**src/hw/rtl/btnf_pkg.sv**
```systemverilog
`timescale 1ns / 1ps
// Shared types and constants of the button filter and key queue.
package btnf_pkg;

    localparam int CODE_W    = 8;
    localparam int PIN_COUNT = 5;
    localparam int SLOT_MAX  = 8;
    localparam int CODE_REGS = 5;
    localparam int CFG_IDX_W = 3;

    localparam logic [CFG_IDX_W-1:0] CFG_FILTER_TICKS = 3'd0;
    localparam logic [CFG_IDX_W-1:0] CFG_CODE_UP      = 3'd1;
    localparam logic [CFG_IDX_W-1:0] CFG_CODE_DOWN    = 3'd2;
    localparam logic [CFG_IDX_W-1:0] CFG_CODE_LEFT    = 3'd3;
    localparam logic [CFG_IDX_W-1:0] CFG_CODE_RIGHT   = 3'd4;
    localparam logic [CFG_IDX_W-1:0] CFG_CODE_CONFIRM = 3'd5;

    localparam logic [CODE_W-1:0] FILTER_RESET = 8'd5;
    localparam logic [CODE_W-1:0] CODE_UP_RESET      = 8'd1;
    localparam logic [CODE_W-1:0] CODE_DOWN_RESET    = 8'd2;
    localparam logic [CODE_W-1:0] CODE_LEFT_RESET    = 8'd3;
    localparam logic [CODE_W-1:0] CODE_RIGHT_RESET   = 8'd4;
    localparam logic [CODE_W-1:0] CODE_CONFIRM_RESET = 8'd5;

    // Codes to be queued by one scan tick, in button order
    typedef struct packed {
        logic [SLOT_MAX-1:0]             push;
        logic [SLOT_MAX-1:0][CODE_W-1:0] code;
    } push_t;

    // One read answer
    typedef struct packed {
        logic              valid;
        logic [CODE_W-1:0] key_code;
        logic              queue_empty;
    } result_t;

endpackage

```
**src/hw/rtl/button_filter_key_fifo.sv**
```systemverilog
`timescale 1ns / 1ps
// Button debounce filter with key code ring: one word accepted per cycle, scan or read,
// while the skid stage is free. A read word's answer is registered towards the output.
// A scan tick advances the counter of each pressed button and queues up to
// BUTTON_COUNT codes in that same cycle. Scan words give no output word.
// Reset (rst_n low, asynchronous): counters and ring pointers clear, registers take
// their default codes; ring contents are not cleared.
module button_filter_key_fifo #(
    parameter int QUEUE_DEPTH  = 16,
    parameter int BUTTON_COUNT = 5
) (
    input  logic                              clk,
    input  logic                              rst_n,
    // Input stream
    input  logic                              s_tvalid,
    output logic                              s_tready,
    input  logic [7:0]                        s_tdata,   // [4:0] pin_levels, [7:5] zero
    input  logic [0:0]                        s_tuser,   // [0] req_type
    // Output stream
    output logic                              m_tvalid,
    input  logic                              m_tready,
    output logic [7:0]                        m_tdata,   // [7:0] key_code
    output logic [0:0]                        m_tuser,   // [0] queue_empty
    // Configuration writes
    input  logic                              cfg_we,
    input  logic [btnf_pkg::CFG_IDX_W-1:0]    cfg_index,
    input  logic [btnf_pkg::CODE_W-1:0]       cfg_data
);
    import btnf_pkg::*;

    logic    accept;
    logic    scan_en;
    logic    rd_en;
    logic    room;
    push_t   push;
    result_t result;

    // Take a word whenever the skid stage is free, even with a result waiting
    assign s_tready = room;
    assign accept   = s_tvalid && s_tready;
    assign scan_en  = accept && !s_tuser[0];
    assign rd_en    = accept && s_tuser[0];

    // Advance counters and pick the codes to queue for this tick
    btnf_scan #(
        .BUTTON_COUNT (BUTTON_COUNT)
    ) u_scan (
        .clk       (clk),
        .rst_n     (rst_n),
        .cfg_we    (cfg_we),
        .cfg_index (cfg_index),
        .cfg_data  (cfg_data),
        .scan_en   (scan_en),
        .pins      (s_tdata[PIN_COUNT-1:0]),
        .push      (push)
    );

    // Write queued codes, pop the oldest on a read
    btnf_ring #(
        .QUEUE_DEPTH (QUEUE_DEPTH)
    ) u_ring (
        .clk    (clk),
        .rst_n  (rst_n),
        .push   (push),
        .rd_en  (rd_en),
        .result (result)
    );

    // Hold answers until the output side takes them
    btnf_obuf u_obuf (
        .clk       (clk),
        .rst_n     (rst_n),
        .result    (result),
        .room      (room),
        .out_valid (m_tvalid),
        .out_ready (m_tready),
        .out_code  (m_tdata),
        .out_empty (m_tuser[0])
    );

`ifndef NO_ASSERTIONS
    // Input stalls only while an answer is parked on the output
    a_stall_has_output: assert property (@(posedge clk) disable iff (!rst_n)
        !s_tready |-> m_tvalid)
        else $error("input stalled with no output word pending");

    // A read into an idle output shows an answer next cycle
    a_read_answers: assert property (@(posedge clk) disable iff (!rst_n)
        (s_tvalid && s_tready && s_tuser[0] && !m_tvalid) |=> m_tvalid)
        else $error("read word produced no answer");

    // A scan tick into an idle output gives no answer
    a_scan_silent: assert property (@(posedge clk) disable iff (!rst_n)
        (s_tvalid && s_tready && !s_tuser[0] && !m_tvalid) |=> !m_tvalid)
        else $error("scan word produced an answer");

    // An empty answer carries code zero
    a_empty_zero: assert property (@(posedge clk) disable iff (!rst_n)
        (m_tvalid && m_tuser[0]) |-> (m_tdata == 8'd0))
        else $error("empty answer with nonzero key code");
`endif

endmodule

```
**src/hw/rtl/btnf_scan.sv**
```systemverilog
`timescale 1ns / 1ps
// Configuration registers, per-button press counters and queue push generation.
module btnf_scan #(
    parameter int BUTTON_COUNT = 5
) (
    input  logic                              clk,
    input  logic                              rst_n,
    input  logic                              cfg_we,
    input  logic [btnf_pkg::CFG_IDX_W-1:0]    cfg_index,
    input  logic [btnf_pkg::CODE_W-1:0]       cfg_data,
    input  logic                              scan_en,
    input  logic [btnf_pkg::PIN_COUNT-1:0]    pins,
    output btnf_pkg::push_t                   push
);
    import btnf_pkg::*;

    logic [CODE_W-1:0]                 filter_reg;
    logic [CODE_REGS-1:0][CODE_W-1:0]  code_reg;
    logic [BUTTON_COUNT-1:0][CODE_W-1:0] count_reg;
    logic [BUTTON_COUNT-1:0][CODE_W-1:0] count_next;
    logic [SLOT_MAX-1:0]               pins_ext;
    logic [SLOT_MAX-1:0][CODE_W-1:0]   code_ext;

    // Buttons without a pin read as released, slots without a register as disabled
    assign pins_ext = {{(SLOT_MAX-PIN_COUNT){1'b1}}, pins};

    always_comb
    begin
        code_ext = '0;
        for (int i = 0; i < CODE_REGS; i++)
        begin
            code_ext[i] = code_reg[i];
        end
    end

    always_ff @(posedge clk or negedge rst_n)
    begin
        if (!rst_n)
        begin
            filter_reg  <= FILTER_RESET;
            code_reg[0] <= CODE_UP_RESET;
            code_reg[1] <= CODE_DOWN_RESET;
            code_reg[2] <= CODE_LEFT_RESET;
            code_reg[3] <= CODE_RIGHT_RESET;
            code_reg[4] <= CODE_CONFIRM_RESET;
        end
        else if (cfg_we)
        begin
            unique case (cfg_index)
                CFG_FILTER_TICKS: filter_reg  <= cfg_data;
                CFG_CODE_UP:      code_reg[0] <= cfg_data;
                CFG_CODE_DOWN:    code_reg[1] <= cfg_data;
                CFG_CODE_LEFT:    code_reg[2] <= cfg_data;
                CFG_CODE_RIGHT:   code_reg[3] <= cfg_data;
                CFG_CODE_CONFIRM: code_reg[4] <= cfg_data;
                default: ;
            endcase
        end
    end

    // Count presses below the filter time, else clear and queue a nonzero code
    always_comb
    begin
        count_next = count_reg;
        push       = '0;
        for (int i = 0; i < BUTTON_COUNT; i++)
        begin
            push.code[i] = code_ext[i];
            if (scan_en && !pins_ext[i])
            begin
                if (count_reg[i] < filter_reg)
                begin
                    count_next[i] = count_reg[i] + 1'b1;
                end
                else
                begin
                    count_next[i] = '0;
                    push.push[i]  = (code_ext[i] != '0);
                end
            end
        end
    end

    always_ff @(posedge clk or negedge rst_n)
    begin
        if (!rst_n)
        begin
            count_reg <= '0;
        end
        else
        begin
            count_reg <= count_next;
        end
    end

endmodule

```
**src/hw/rtl/btnf_ring.sv**
```systemverilog
`timescale 1ns / 1ps
// Key code ring: several writes per scan tick, one read per request.
module btnf_ring #(
    parameter int QUEUE_DEPTH = 16
) (
    input  logic              clk,
    input  logic              rst_n,
    input  btnf_pkg::push_t   push,
    input  logic              rd_en,
    output btnf_pkg::result_t result
);
    import btnf_pkg::*;

    localparam int PTR_W = (QUEUE_DEPTH > 1) ? $clog2(QUEUE_DEPTH) : 1;

    logic [QUEUE_DEPTH-1:0][CODE_W-1:0] store_reg;
    logic [QUEUE_DEPTH-1:0][CODE_W-1:0] store_next;
    logic [PTR_W-1:0] write_ptr_reg;
    logic [PTR_W-1:0] write_ptr_next;
    logic [PTR_W-1:0] read_ptr_reg;
    logic [PTR_W-1:0] read_ptr_next;
    logic             empty;

    function automatic logic [PTR_W-1:0] ring_next(input logic [PTR_W-1:0] p);
        if (p == PTR_W'(QUEUE_DEPTH - 1))
            return '0;
        return p + 1'b1;
    endfunction

    // Queue codes in button order; a later write to the same slot wins
    always_comb
    begin
        store_next     = store_reg;
        write_ptr_next = write_ptr_reg;
        for (int i = 0; i < SLOT_MAX; i++)
        begin
            if (push.push[i])
            begin
                store_next[write_ptr_next] = push.code[i];
                write_ptr_next             = ring_next(write_ptr_next);
            end
        end
    end

    assign empty = (read_ptr_reg == write_ptr_reg);

    always_comb
    begin
        read_ptr_next      = read_ptr_reg;
        result.valid       = rd_en;
        result.queue_empty = empty;
        result.key_code    = empty ? '0 : store_reg[read_ptr_reg];
        if (rd_en && !empty)
        begin
            read_ptr_next = ring_next(read_ptr_reg);
        end
    end

    always_ff @(posedge clk)
    begin
        store_reg <= store_next;
    end

    always_ff @(posedge clk or negedge rst_n)
    begin
        if (!rst_n)
        begin
            write_ptr_reg <= '0;
            read_ptr_reg  <= '0;
        end
        else
        begin
            write_ptr_reg <= write_ptr_next;
            read_ptr_reg  <= read_ptr_next;
        end
    end

endmodule

```
**src/hw/rtl/btnf_obuf.sv**
```systemverilog
`timescale 1ns / 1ps
// Result register with a skid stage towards the output stream.
module btnf_obuf (
    input  logic                          clk,
    input  logic                          rst_n,
    input  btnf_pkg::result_t             result,
    output logic                          room,
    output logic                          out_valid,
    input  logic                          out_ready,
    output logic [btnf_pkg::CODE_W-1:0]   out_code,
    output logic                          out_empty
);
    import btnf_pkg::*;

    logic              out_valid_reg, out_valid_next;
    logic [CODE_W-1:0] out_code_reg, out_code_next;
    logic              out_empty_reg, out_empty_next;
    logic              skid_valid_reg, skid_valid_next;
    logic [CODE_W-1:0] skid_code_reg, skid_code_next;
    logic              skid_empty_reg, skid_empty_next;
    logic              pop;

    assign pop  = out_valid_reg && out_ready;
    assign room = !skid_valid_reg;

    always_comb
    begin
        out_valid_next  = out_valid_reg;
        out_code_next   = out_code_reg;
        out_empty_next  = out_empty_reg;
        skid_valid_next = skid_valid_reg;
        skid_code_next  = skid_code_reg;
        skid_empty_next = skid_empty_reg;
        if (!out_valid_reg || pop)
        begin
            if (skid_valid_reg)
            begin
                out_valid_next  = 1'b1;
                out_code_next   = skid_code_reg;
                out_empty_next  = skid_empty_reg;
                skid_valid_next = result.valid;
                skid_code_next  = result.key_code;
                skid_empty_next = result.queue_empty;
            end
            else
            begin
                out_valid_next = result.valid;
                out_code_next  = result.key_code;
                out_empty_next = result.queue_empty;
            end
        end
        else if (result.valid)
        begin
            skid_valid_next = 1'b1;
            skid_code_next  = result.key_code;
            skid_empty_next = result.queue_empty;
        end
    end

    always_ff @(posedge clk or negedge rst_n)
    begin
        if (!rst_n)
        begin
            out_valid_reg  <= 1'b0;
            skid_valid_reg <= 1'b0;
        end
        else
        begin
            out_valid_reg  <= out_valid_next;
            skid_valid_reg <= skid_valid_next;
        end
    end

    always_ff @(posedge clk)
    begin
        out_code_reg   <= out_code_next;
        out_empty_reg  <= out_empty_next;
        skid_code_reg  <= skid_code_next;
        skid_empty_reg <= skid_empty_next;
    end

    assign out_valid = out_valid_reg;
    assign out_code  = out_code_reg;
    assign out_empty = out_empty_reg;

endmodule
```
**config.mk**
```make
export PLATFORM = sky130hd
export DESIGN_NAME = button_filter_key_fifo
export DESIGN_NICKNAME = d
export VERILOG_FILES = /design/src/hw/rtl/btnf_pkg.sv /design/src/hw/rtl/button_filter_key_fifo.sv /design/src/hw/rtl/btnf_scan.sv /design/src/hw/rtl/btnf_ring.sv /design/src/hw/rtl/btnf_obuf.sv
export SDC_FILE = /design/constraint.sdc
export NUM_CORES = 1
export LEC_CHECK = 0
export BUFFER_PORTS_ARGS = -buffer_cell sky130_fd_sc_hd__buf_2
export CORE_AREA = 2 2 192 194
export CTS_CLUSTER_DIAMETER = 40
export CTS_CLUSTER_SIZE = 12
export DETAILED_ROUTE_END_ITERATION = 7
export DIE_AREA = 0 0 194 196
export PLACE_DENSITY = 0.68
export SLEW_MARGIN = 20
export SYNTH_ARGS = -nofsm -noshare
export SYNTH_HDL_FRONTEND = slang
export SYNTH_SLANG_ARGS = --single-unit
```
**constraint.sdc**
```tcl
create_clock -name clk -period 5 [get_ports clk]
set_clock_uncertainty 0.15 [all_clocks]
set_input_delay 1 -clock clk [delete_from_list [all_inputs] [get_ports clk]]
set_output_delay 1 -clock clk [all_outputs]
set_load 0.01 [all_outputs]
```
==> metrics.txt <==
placed instance area approximately 20,000 sq um; crit path kind primary input to flip-flop; clk slew on worst S/H paths around 0.06 ns; first drt pass iteration count 6; Setup Viol. Count Final 0; # IOs 36; Seq/Total Area, Yosys 31.31%; Area Growth Syn to Fin 19.31%; row cnt 70; XOR/XNOR share of the synthesized area less than 1%; wire length per cell ~24 um; simple-gate share of the synthesized area between 10% and 20%; most frequent cells in the layout 259 x nand2_1, 220 x mux2i_1, 197 x o21ai_0; worst endpoint data arrival time a little over 5 ns; post-route core utilization 58.79%; Vias 17,020; Slew HR 25.13%; fin crit share ~96%; dominant cell type by area after synthesis dfxtp_1; ratio of cells with drive above 1 in the final layout 25.74%; nets@finish approximately 2,200; final wirelength between 60 and 70 mm; Critical Path Slowest Stage Cell or4b_2; CTS hold repair buffers 0; Static Leak 9.299 nW; Total Power between 10 and 15 mW; delay-heaviest family, CP simple AND/OR/NAND/NOR gates; final worst path period need between 4 and 5 ns; drt via density 6.401; max-cap violation count 0; startpoint class of the critical path primary input; CTS root buffer clkbuf_16; HPWL after DPL 43.37 mm; # diodes 0; Initial Utilization between 40% and 50%; Synth top area share about 14%; Hold Vio Cnt, Final 0; Synth Area in Compound Gates ~15%; # DRC 0; min-delay worst type flip-flop to flip-flop; PwrDens ~530 nW/um^2; TritonCTS clock tree built; most used flip-flop cell after synthesis dfxtp_1; final worst slack about 0.18 ns; ANT nets after route 0; multiplexer share of the synthesized area about 27%; setup TNS 0 ns; adder-cell area share of the yosys netlist approximately 4.3%; initial antenna violation count 0; Design Area, Final roughly 21,000 sq um; Max clock buf depth 3; initial drt markers 1,749; Worst-Skew Late Latency roughly 0.56 ns; vias in the first global route about 17,000; cell count after synthesis roughly 2,100; H-tree levels 2; largest family of logic cells by synthesized area multiplexers; grt total ovfl 0; most frequent CP cell buf_4; Max Freq between 200 and 250 MHz; number of clock sinks 244; RSZ-0062 raised after global routing no; max reg flops approximately 130; GRT Util Overall 32.67%; CP required approximately 5.3 ns; EDFF count, synth 18; number of distinct library cells after synthesis 76; Seq cells post-synth about 240; Die H 196 um; Setup WS pre-CTS -0.4162 ns; cell area after synthesis 17,780 sq um; Core Region between 30,000 and 40,000 sq um; CP max stage delay approximately 0.75 ns; chip width slightly below 200 um; total die area 38,020 sq um; Mean Syn Cell Area 8.631 sq um; largest net degree at the start of global routing between 70 and 80; Worst Path Max Fanout 7; FFs w/ async S/R, synth between 40% and 50%; PortBufs 32; Setup crit end kind flip-flop; routability cong. about 0.98; critical-path cell list buf_2, buf_4, or4b_2, a21oi_1, o21ai_0, nor2_1, nand3_1, o21ai_2, buf_4, inv_1, xnor2_2, ha_4, o21ai_4, buf_4, ha_2, and3_4, nor2b_1, buf_4, buf_12, mux2i_1; Ys Warns 0; WP buf/inv 7; Worst Tran Pin Value between 1 and 1.5 ns; global-route wire length before repair between 90 and 100 mm; Syn Nets between 2,000 and 2,500; Synth area leaders dfxtp_1 14%, dfrtp_1 13%, mux2i_1 12%, mux2_2 8.7%, nand2_1 5.6%; Max rail drop VDD 0.4304 mV; commonest non-fill, non-tap cell in the layout nand2_1; clock buffer count from CTS between 40 and 50; status complete, no violations; Max Slew Vio Count 0
[worst register-to-register path, delay by kind of cell (launching register included)]
kind / cells / cell delay (ns)
AOI/OAI and AO/OA: 5 / 1.11
adders and majority gates: 5 / 1.31
buffers and inverters: 3 / 0.40
DFF: 1 / 0.36
muxes: 1 / 0.36
and+or+nand+nor: 7 / 0.94
[synthesized netlist by cell type (all sizes together), types with 2 or more instances]
master     n
and2      19
o31ai      8
a211oi     6
dfrtp     89
ha        61
o211ai     3
buf       31
or3        4
clkbuf   136
xor2       5
nor2b     10
o21a       6
nor3      33
mux2i    221
nand3     76
nor3b      3
o21ai    210
or4b       4
inv       37
a21o       8
xnor2     14
nand2    270
and4       5
a31oi     13
nor4      13
a31o       8
a2111oi    4
dfstp      9
edfxtp    18
a21oi    132
nand4b     2
a311oi    33
or2        4
a211o      8
mux2     146
dfxtp    128
nand4     12
and3      23
mux4      40
nor2     176
nand2b    19
[metal layers]
layer	up-vias	track usage, %	share of wire [%]
li1	7620	-	-
met1	8145	42.65	40
met2	1003	50.59	44
met3	252	7.805	11
met4	0	16.69	5.1
met5	-	0	0
[stage by stage]
step,hold WS [ns],instances
6_report,0.3753,2659
2_1_floorplan,0.3155,2060
5_1_grt,0.3994,2659
4_1_cts,0.3747,2659
3_3_place_gp,0.3611,2579
3_5_place_dp,0.3624,2579
[power by group]
| group | internal [mW] | total, mW | switching (mW) | leakage (nW) |
|---|---|---|---|---|
| registers | 2.64 | 3.40 | 0.765 | 2.43 |
| logic | 2.21 | 4.86 | 2.64 | 6.15 |
| clock network | 1.96 | 3.08 | 1.13 | 0.722 |
[timing repair]
item,in CTS,in global routing
resized for setup,0,11
setup endpoints to repair,0,35
setup buffers,0,0
[area by class of cell]
type | instances | area [sq um]
inverter | 37 | 138.9
timing repair buffer | 218 | 1722
clock inverter | 29 | 332.8
clock buffer | 51 | 1177
sequential | 244 | 5569
multi-input combinational | 1612 | 11690
tap | 468 | 585.6
fill | 3090 | 14870
[cells by family after synthesis]
family | Yosys count
AO/OA/AOI/OAI | 451
multiplexers | 407
XOR/XNOR | 19
AND/OR/NAND/NOR | 674
adder cells (fa/ha/maj) | 61
flip-flops | 244
buffers and inverters | 204
[final timing paths]
kind / startpoint / slack (ns) / cells past startpoint / to
setup / recovery: s_tuser / 0.18 / 20 / u_ring.store_reg[67]
hold / removal: u_scan.count_reg[38] / 0.38 / 1 / u_scan.count_reg[38]
setup reg to reg: u_scan.filter_reg[7] / 0.26 / 21 / u_ring.store_reg[82]
hold reg to reg: u_scan.count_reg[38] / 0.38 / 1 / u_scan.count_reg[38]
max in group asynchronous: rst_n / 3.31 / 2 / u_ring.read_ptr_reg[1]
min in group asynchronous: rst_n / 0.44 / 1 / u_scan.count_reg[29]
(Power assumes the default switching activity.)
